===== src/hw/rtl/sdds_log_cell.sv =====
// One squaring cell of the log2 chain: produces one fraction bit per cycle.
module sdds_log_cell #(
	parameter int FW = 16
) (
	input  logic          clk,
	input  logic [30:0]   in_y,
	input  logic [FW-1:0] in_f,
	input  logic [4:0]    in_p,
	output logic [30:0]   out_y,
	output logic [FW-1:0] out_f,
	output logic [4:0]    out_p
);

	logic [61:0]   sq;
	logic [31:0]   y2;
	logic [30:0]   y_q;
	logic [FW-1:0] f_q;
	logic [4:0]    p_q;

	// Square the Q1.30 mantissa
	assign sq = 62'(in_y) * 62'(in_y);
	assign y2 = sq[61:30];

	// Renormalize and record the bit
	always_ff @(posedge clk) begin
		y_q <= y2[31] ? y2[31:1] : y2[30:0];
		f_q <= {in_f[FW-2:0], y2[31]};
		p_q <= in_p;
	end

	assign out_y = y_q;
	assign out_f = f_q;
	assign out_p = p_q;

endmodule


===== config.mk =====
export PLATFORM = sky130hd
export DESIGN_NAME = sdds_log_cell
export DESIGN_NICKNAME = d
export VERILOG_FILES = /design/src/hw/rtl/sdds_log_cell.sv
export SDC_FILE = /design/constraint.sdc
export NUM_CORES = 2
export LEC_CHECK = 0
export BUFFER_PORTS_ARGS = -buffer_cell sky130_fd_sc_hd__buf_2
export CAP_MARGIN = 10
export CORE_MARGIN = 2
export CORE_UTILIZATION = 45
export DETAILED_ROUTE_END_ITERATION = 10
export PLACE_DENSITY = 0.66
export REMOVE_ABC_BUFFERS = 1
export SYNTH_ARGS = -nofsm -noshare
export SYNTH_HDL_FRONTEND = slang
export SYNTH_SLANG_ARGS = --single-unit

===== constraint.sdc =====
create_clock -name clk -period 11.17 [get_ports clk]
set_input_delay 1.117 -clock clk [delete_from_list [all_inputs] [get_ports clk]]
set_output_delay 1.117 -clock clk [all_outputs]
set_load 0.01 [all_outputs]

* Yosys cells after proc, flatten, opt, wreduce, memory -nomap -nowiden
Cells that the tools add are included. W data, S select, Z words.
Storage, ports and cells: word-level logic and storage cells 6, register bits 52, output and inout port bits 52, input bits 53
Cells by class: muxes and demuxes 1, multiply operators 1
Operators by type and width (count):
- $mul A31 B31 Y62 | 1
- $mux W30 | 1

* Depth between registers and ports, before layout
depth after elaboration 2, mapped depth 32, mapped depth without buffers 26

* Worst setup path after synthesis
OpenSTA, ideal clock, no wires.
path type input to register, start input in_y[25], end register y_q[22] (netlist: out_y[22]), data required time 11.049 ns, library setup time 0.121 ns, arrival 8.607 ns, slack 2.442 ns, path buffers 6, stages 30, cell sequence clkbuf_1 > clkbuf_1 > nand2_1 > fa_1 > fa_1 > inv_1 > fa_1 > inv_1 > fa_1 > inv_1 > fa_1 > fa_1 > fa_1 > inv_1 > fa_1 > inv_1 > ha_1 > buf_2 > nand4_1 > nor4_4 > nand3_1 > a211oi_2 > nor3_1 > or4_4 > and3_1 > buf_6 > nor2_4 > buf_6 > buf_12 > mux2_4
On the way: longest elaborated chain between the ends 2
RTL lines:
- start: declaration | RTL line 6 | input logic [30:0] in_y,
- $mul A31 B31 Y62 | RTL line 21 | assign sq = 62'(in_y) * 62'(in_y);
- net sq[61] | RTL line 14 | logic [61:0] sq;
- $mux W30 | RTL line 26 | y_q <= y2[31] ? y2[31:1] : y2[30:0];
- end signal: assignment | RTL line 26
- end: declaration | RTL line 16 | logic [30:0] y_q;
The timed path passes the listed nets, and every way through them passes these cells. A chain may end at the register's enable or synchronous reset.

* Final worst setup path
start input in_y[7], end register y_q[19] (netlist: out_y[19])
On the way: longest elaborated chain between the ends 2
RTL lines (RTL line):
- $mul A31 B31 Y62 | 21
- $mux W30 | 26
Every way passes these cells.

==> flow_metrics.env <==
export IMPL_setup_tns_ps=0
export IMPL_viasPerCell=4.981
export IMPL_area_growth_pct=4.936
export IMPL_path_class="in -> reg"
export IMPL_fmax_ghz=0.1042
export IMPL_cap_violations=0
export IMPL_place_congestion=0.8710
export IMPL_grt_max_degree=35
export IMPL_diodes=0
export IMPL_synth_cells=3024
export IMPL_cts_root_buffer="clkbuf_16"
export IMPL_ctsHtreeMaxLevel=2
export IMPL_grt_usage_pct=22.58
export IMPL_syn_avg_cell_area_um2=9.422
export IMPL_status="finished, final reports clean"
export IMPL_port_buffers=103
export IMPL_critPathMaxFanout=29
export IMPL_cts_resized=0
export IMPL_placementRows=92
export IMPL_nets=4113
export IMPL_cp_start_kind="primary input"
export IMPL_period_minus_slack_ps=9594
export IMPL_post_route_period_util_pct=85.89
export IMPL_post_cts_repair_setup_buffers=0
export IMPL_drc=0
export IMPL_synth_async_reset_ratio_pct=0
export IMPL_startpoint="in_y[7]"
export IMPL_start_util_pct=45.34
export IMPL_grt_first_pass_wirelength_um=116700
export IMPL_cts_clk_slew_worst_paths_ps=80
export IMPL_synth_area_mm2=0.02849
export IMPL_crit_end="out_y[19]$_DFF_P_"
export IMPL_setup_viol=0
export IMPL_layout_commonest_cell="inv_1"
export IMPL_rsz0062_at_grt="no"
export IMPL_drv_slew=0
export IMPL_wl_per_cell_um=17.85
export IMPL_grt_util_met3_pct=4.258
export IMPL_grt_use_met2_pct=38.72
export IMPL_cp_arrival_ps=9800
export IMPL_final_cell_mix="919 x inv_1, 747 x fa_1, 301 x nand2_1"
export IMPL_wl_um=69450
export IMPL_pin_count=105
export IMPL_first_pass_iters=6
export IMPL_dp_hpwl_um=58990
export IMPL_hold_viol=0
export IMPL_fillers=6048
export IMPL_cp_end_kind="register"
export IMPL_drive_gt1_share_pct=5.616
export IMPL_cts_tree="built"
export IMPL_antenna_found_initial=2
export IMPL_overflow=0
export IMPL_ys_warn_count=0
export IMPL_cts_num_sinks=52
export IMPL_synth_edff_count=0
export IMPL_dieArea_mm2=0.06535
export IMPL_die_h_um=255.6
export IMPL_worstMarginPinSlew_ps=897.0
export IMPL_use_met1_pct=29.91
export IMPL_synth_distinct_cells=70
export IMPL_vias=19380
export IMPL_grt_pass1_vias=22197
export IMPL_ys_ff_latch=52
export IMPL_worstHoldPathType="in -> reg"
export IMPL_cts_buffers=5
export IMPL_clock_path_buffers=2
export IMPL_max_slew_margin_pct=40.20
export IMPL_busiest_layer="met2"
export IMPL_ys_seq_area_share_pct=3.653
export IMPL_die_w_um=255.6
export IMPL_hold_buffers=0
export IMPL_drtIter0Drc=795
export IMPL_ys_flop_type="dfxtp_1"
export IMPL_cp_data_required_time_ps=11380
export IMPL_ant_nets=0
export IMPL_core_area_mm2=0.06285
worst min-delay path by stage:
stage,cells after the start,endpoint,slack [ps],start
after detailed placement,1,out_p[4]$_DFF_P_,1220,in_p[4]
after floorplan,0,out_f[10]$_DFF_P_,1140,in_f[9]
after CTS,1,out_f[6]$_DFF_P_,880,in_f[5]
after global placement,1,out_p[1]$_DFF_P_,1220,in_p[1]
after global routing,1,out_f[6]$_DFF_P_,880,in_f[5]
final,1,out_f[6]$_DFF_P_,890,in_f[5]
critical path: stages:
cell      delay (ps)
buf_2            670
inv_1            340
nor2_1           590
a31o_2           270
fa_1             410
inv_1             80
fa_1             460
fa_1             530
inv_1             60
fa_1             560
fa_1             460
fa_1             520
fa_1             420
ha_1             380
nand2_1          140
nor4_1           420
nand3_1          180
a211oi_2         170
nor3_1            60
buf_4            170
or4_4            540
and3_1           240
nor2_4           300
buf_4            340
mux2_2           370
Yosys cell counts (9+ instances only):
master,count,area share [%]
xnor2_1,32,0.98
nand3_1,19,0.33
dfxtp_1,52,3.7
xor2_1,21,0.65
nand2_1,301,4.0
mux2_2,20,0.79
clkbuf_1,95,1.3
fa_1,747,52
a21oi_1,62,1.1
and2_1,190,4.2
ha_1,269,12
inv_1,919,12
nor2_1,60,0.79
mux2i_1,9,0.32
o21ai_0,38,0.67
a211oi_1,9,0.24
nor3_1,15,0.26
a21o_1,28,0.74
nand4_1,16,0.35
layout make-up:
cell class	count	area [um2]	share of cell area [%]
Multi-Input combinational cell	1940	23520	78.67
Inverter	920	3453	11.55
Tap cell	846	1059	3.540
Sequential cell	52	1041	3.482
Timing Repair Buffer	125	680.7	2.276
Clock buffer	6	128.9	0.4310
Clock inverter	2	16.27	0.05440
metal layers:
| metal | vias up | share of wire (%) |
|---|---|---|
| li1 | 8825 | - |
| met1 | 9975 | 43 |
| met3 | 85 | 6.5 |
| met4 | 2 | 2.0 |
| met5 | - | 0.013 |
| met2 | 493 | 49 |
sequential cells by signal, indices dropped and copies added (netlist names):
name,cells
out_p,5
out_f,16
out_y,31
cells by family (layout without fill, tap and decap cells):
kind of cell | count (synthesis) | count (layout) | share of synthesized area (%)
flops | 52 | 52 | 3.653
xor+xnor | 53 | 53 | 1.629
simple gates | 642 | 642 | 10.90
buf+inv | 1032 | 1053 | 13.80
mux | 30 | 30 | 1.159
compound gates | 199 | 199 | 4.562
fa+ha+maj | 1016 | 1016 | 64.30
through the flow:
stage                     util [%]  hold WS (ps)  std cells  cell area, um2  worst slack (ps)
after floorplan                  -          1145       2912           28020              2641
after global placement       47.34          1219       3883           29750              1279
after detailed placement     47.34          1221       3883           29750              1238
after CTS                    47.57         880.7       3891           29900              1536
after global routing         47.57         880.3       3891           29900              1266
final                        47.57         889.8       3891           29900              1576
Power is not shown: default switching activity piles up to over one toggle a cycle in this logic, so the estimate is an artifact.
