==> src/hw/rtl/sdds_exp_cell.sv <==
// One exp2 cell: applies one constant factor 2^(-2^-k) when its exponent bit is set.
module sdds_exp_cell #(
	parameter logic [31:0] FAC = 32'd0,
	parameter int          SW  = 1
) (
	input  logic          clk,
	input  logic          arst_n,
	input  logic          en,
	input  logic          in_valid,
	input  logic [32:0]   in_val,
	input  logic          sel,
	input  logic [SW-1:0] in_side,
	output logic          out_valid,
	output logic [32:0]   out_val,
	output logic [SW-1:0] out_side
);

	logic [64:0]   prod;
	logic          valid_q;
	logic [32:0]   val_q;
	logic [SW-1:0] side_q;

	assign prod = 65'(in_val) * 65'(FAC);

	// Advance the valid flag
	always_ff @(posedge clk or negedge arst_n) begin
		if (!arst_n) begin
			valid_q <= 1'b0;
		end else if (en) begin
			valid_q <= in_valid;
		end
	end

	// Multiply in the factor or pass the value on
	always_ff @(posedge clk) begin
		if (en) begin
			val_q  <= sel ? prod[64:32] : in_val;
			side_q <= in_side;
		end
	end

	assign out_valid = valid_q;
	assign out_val   = val_q;
	assign out_side  = side_q;

endmodule

==> config.mk <==
export PLATFORM = sky130hd
export DESIGN_NAME = sdds_exp_cell
export DESIGN_NICKNAME = d
export VERILOG_FILES = /design/src/hw/rtl/sdds_exp_cell.sv
export SDC_FILE = /design/constraint.sdc
export NUM_CORES = 1
export LEC_CHECK = 0
export ABC_AREA = 1
export BUFFER_PORTS_ARGS = -buffer_cell sky130_fd_sc_hd__buf_2
export CAP_MARGIN = 20
export CORE_MARGIN = 2
export CORE_UTILIZATION = 35
export DETAILED_ROUTE_END_ITERATION = 6
export PLACE_DENSITY = 0.66
export REMOVE_ABC_BUFFERS = 1
export SLEW_MARGIN = 0
export SYNTH_ARGS = -nofsm -noshare
export SYNTH_HDL_FRONTEND = slang
export SYNTH_SLANG_ARGS = --single-unit
==> constraint.sdc <==
create_clock -name clk -period 1.3 [get_ports clk]
set_clock_uncertainty 0.05 [all_clocks]
set_input_delay 0.26 -clock clk [delete_from_list [all_inputs] [get_ports clk]]
set_output_delay 0.26 -clock clk [all_outputs]
set_load 0.01 [all_outputs]
== After elaboration in Yosys (flattened, before gate mapping) ==
Index checks and enable logic that the tools add are counted.
Widths: inputs -> output; s select.

* Output and inout bits: 35
* Bits in registers: 35
* Input port bits: 39
* Word-level logic and storage cells: 3

== Depth between registers and ports, before layout ==
* Depth in word-level cells: 0
* Gate-level depth with buffers: 3
* Depth with buffers taken out: 3

== Worst setup path after synthesis ==
No wires, ideal clock.

* Path type: input to register
* From: input port sel
* To: register val_q[10] (netlist: out_val[10]), data pin
* Path buffers: 2
* Setup slack: 0.480 ns
* Stages on the path: 3
* Arrival: 0.518 ns
* Path through: buf_6 > buf_6 > nor2_1

{| class="wikitable"
|+ RTL lines
! element !! line !! RTL
|-
| from (decl) || 11 || <nowiki>input logic sel,</nowiki>
|-
| to (signal assigned) || 37 || <nowiki>val_q <= sel ? prod[64:32] : in_val;</nowiki>
|-
| to (decl) || 20 || <nowiki>logic [32:0] val_q;</nowiki>
|}

No word-level cell between the ends.

== Worst setup path after layout ==
* From: register val_q[13] (netlist: out_val[13])
* To: output port out_val[13]

{| class="wikitable"
|+ RTL lines
! element !! line !! RTL
|-
| to (decl) || 14 || <nowiki>output logic [32:0] out_val,</nowiki>
|}

No word-level cell between the ends.

==> impl_summary.log <==
INFO  metric post_synth_inst_count = ~110
INFO  metric report.final.setup_viol = 0
INFO  metric grtUsageTotal = 0.118
INFO  metric clock_latency_at_the_later_pin_of_the_worst_skew_pair = between 0.2 and 0.3 ns
INFO  metric num_antenna_cells = 0
INFO  metric dp_area = ~0.0018 mm2
INFO  metric grt_max_degree = 34
INFO  metric dieWidth = about 66 um
INFO  metric worst_pin_slew = 0.249 ns
INFO  metric critPathMaxStageDelay = ~0.37 ns
INFO  metric worst-path-max-fanout = 1
INFO  metric io_buffer_count = 73
INFO  metric slew_violations = 0
INFO  metric worstSetupPathType = reg2out
INFO  metric critPathRequiredTime = 0.99 ns
INFO  metric floorplan.core_area = around 0.0037 mm2
INFO  metric syn_to_final_growth = 37.2%
INFO  metric status = finished clean
INFO  metric crit_family = flip-flops
INFO  metric synth_top_area_cell = sky130_fd_sc_hd__edfxtp_1
INFO  metric power-per-cell-area = around 1300 mW/mm2
INFO  metric synthDominantCellAreaShare = 0.751
INFO  metric detailed_place_hpwl = about 1800 um
INFO  metric design.die.area = about 0.0044 mm2
INFO  metric ys_warn_count = 0
INFO  metric drc = 0
INFO  metric timing.final.crit_period = 1.11 ns
INFO  metric critical_path_arrival = 0.80 ns
INFO  metric gpl.final_weighted_congestion = about 0.67
INFO  metric synth_sequential_area_ratio = 0.770
INFO  metric hold_path.class = in2reg
INFO  metric leakage = roughly 0.94 nW
INFO  metric syn_area = 0.00136 mm2
INFO  metric unrepaired_setup_endpoints_after_global_routing = false
INFO  metric count_of_buffers_added_by_post_cts_timing_repair_for_setup = 0
INFO  metric worst_setup_path_end_kind = output pin
INFO  metric timing.final.crit_share = 0.857
INFO  metric cts.path.max_buffers = 2
INFO  metric floorplan.initialDensity = 0.368
INFO  metric dp_worst_slack = slightly above 0.3 ns
INFO  metric die-height = around 66 um
INFO  metric drive_gt1_frac = 0.437
INFO  metric first_global_vias = about 900
INFO  metric critical_path.n_buffers_inverters = 1
INFO  metric grt_antenna_before_repair = 0
INFO  metric drt.antenna.violating_nets = 0
INFO  metric grt-ovfl-total = 0
INFO  metric clock_input_transition_at_the_sequential_cells_of_the_worst_setup_and_hold_paths = approximately 0.070 ns
INFO  metric floorplan.rows = 22
INFO  metric detailroute.via_count = about 930
INFO  metric grt_first_pass_wirelength = between 3000 and 4000 um
INFO  metric synth_seq_cells = 35
INFO  metric normalized_max_slew_margin = 0.834
INFO  metric crit_cells = 1
INFO  metric finalSetupTns = 0 ns
INFO  metric clock_tree.htree_level_count = 2
INFO  metric detail_route.wl_per_cell = 10.2 um
INFO  metric cts_tree = done
INFO  metric worst_ir_drop_vdd = a little over 700 uV
INFO  metric yosys.cell_types.count = 7
INFO  metric routed_via_density = about 3.9
INFO  metric timing.hold.worst_path_depth = 1
INFO  metric max_cap_viols = 0
INFO  metric cts_sinks = 35
INFO  metric max_freq = 898 MHz
INFO  metric ff2ff_path_depth = 2
INFO  metric layout.cell_area.non_filler = about 0.0019 mm2
INFO  metric path_cells = buf_2
INFO  metric cts_made_buffers = 5
INFO  metric finish.net_count = 228
INFO  metric worst_path_max_delay_cell = sky130_fd_sc_hd__edfxtp_1
INFO  metric routed_wl = about 2400 um
INFO  metric firstDrtPassIters = 4
INFO  metric drt_first_iter_violations = 13
INFO  metric syn-mean-instance-area = 12.5 um2
INFO  metric fillerInstances = around 350
INFO  metric cp_launch_type = flop
INFO  metric setup_ws = 0.187 ns
INFO  metric ios = 74
INFO  metric clock-root-buffer = sky130_fd_sc_hd__clkbuf_8
INFO  metric ys_top_cells_by_area = sky130_fd_sc_hd__edfxtp_1 75%, sky130_fd_sc_hd__inv_1 9.4%, sky130_fd_sc_hd__nor2_1 8.6%
INFO  metric final_hold_violating_endpoints = 0
## worst paths after layout
path | startpoint | end | slack (ns)
min in group asynchronous | arst_n | out_valid | 0.23
max in group asynchronous | arst_n | out_valid | 0.89
setup / recovery | out_val[13] | out_val[13] | 0.19
hold reg to reg | out_valid | out_valid | 0.45
setup reg to reg | out_valid | out_valid | 0.64
hold / removal | in_side | out_side | 0.11
## cell usage in the layout (no fill, tap or decap)
cell | Yosys | layout
sky130_fd_sc_hd__dlygate4sd3_1 | 0 | 1
sky130_fd_sc_hd__clkbuf_1 | 0 | 3
sky130_fd_sc_hd__dfrtp_1 | 1 | 1
sky130_fd_sc_hd__nor2_1 | 31 | 31
sky130_fd_sc_hd__edfxtp_1 | 34 | 34
sky130_fd_sc_hd__buf_2 | 0 | 73
sky130_fd_sc_hd__nand2_1 | 3 | 3
sky130_fd_sc_hd__inv_1 | 34 | 34
sky130_fd_sc_hd__buf_4 | 0 | 2
sky130_fd_sc_hd__nor2_2 | 2 | 2
sky130_fd_sc_hd__clkbuf_8 | 0 | 5
sky130_fd_sc_hd__buf_12 | 0 | 1
## what timing repair did
| item | CTS | global route |
|---|---|---|
| endpoints found under the hold margin | 1 | 0 |
| hold buffers | 1 | 0 |
| resized for setup | 0 | 0 |
## power breakdown
part / total, W / switching, W / internal, W / leakage (nW)
Combinational: 0.000281 / 0.000153 / 0.000128 / 0.565
Clock: 0.000721 / 0.000341 / 0.000380 / 0.0395
Sequential: 0.00136 / 0.0000206 / 0.00134 / 0.340
## Yosys cell counts
cell type                  number
sky130_fd_sc_hd__buf_6          4
sky130_fd_sc_hd__dfrtp_1        1
sky130_fd_sc_hd__edfxtp_1      34
sky130_fd_sc_hd__inv_1         34
sky130_fd_sc_hd__nand2_1        3
sky130_fd_sc_hd__nor2_1        31
sky130_fd_sc_hd__nor2_2         2
## registers in the layout (all words and copies together), names as in the netlist
register and count:
out_valid 1, out_val 33, out_side 1
## through the flow
step / std cells / total power, W / util / hold slack, ns
floorplan: 105 / 0.00148 / - / -0.0856
global placement: 229 / 0.00166 / 0.481 / -0.0132
detailed placement: 229 / 0.00167 / 0.481 / -0.0135
CTS: 238 / 0.00240 / 0.505 / 0.104
global route: 238 / 0.00248 / 0.505 / 0.104
finish: 238 / 0.00236 / 0.505 / 0.110
## routing by layer
layer,share of wire,global-route usage
met1,0.36,0.110
met2,0.49,0.201
met3,0.13,0.0630
met4,0.020,0.0689
met5,0,0
## cell families (layout without fill, tap and decap cells)
kind of cell,Yosys count,in the layout,synth area share
flip-flops,35,35,0.770
buffers and inverters,38,119,0.127
AND/OR/NAND/NOR,36,36,0.103
## layout make-up
| class | count | area, um2 | share of cell area |
|---|---|---|---|
| Sequential cell | 35 | 1050 | 0.561 |
| Multi-Input combinational cell | 36 | 140 | 0.0752 |
| Tap cell | 48 | 60.1 | 0.0322 |
| Inverter | 34 | 128 | 0.0685 |
| Timing Repair Buffer | 77 | 410 | 0.220 |
| Clock buffer | 8 | 80.1 | 0.0430 |
(Power assumes the default switching activity.)
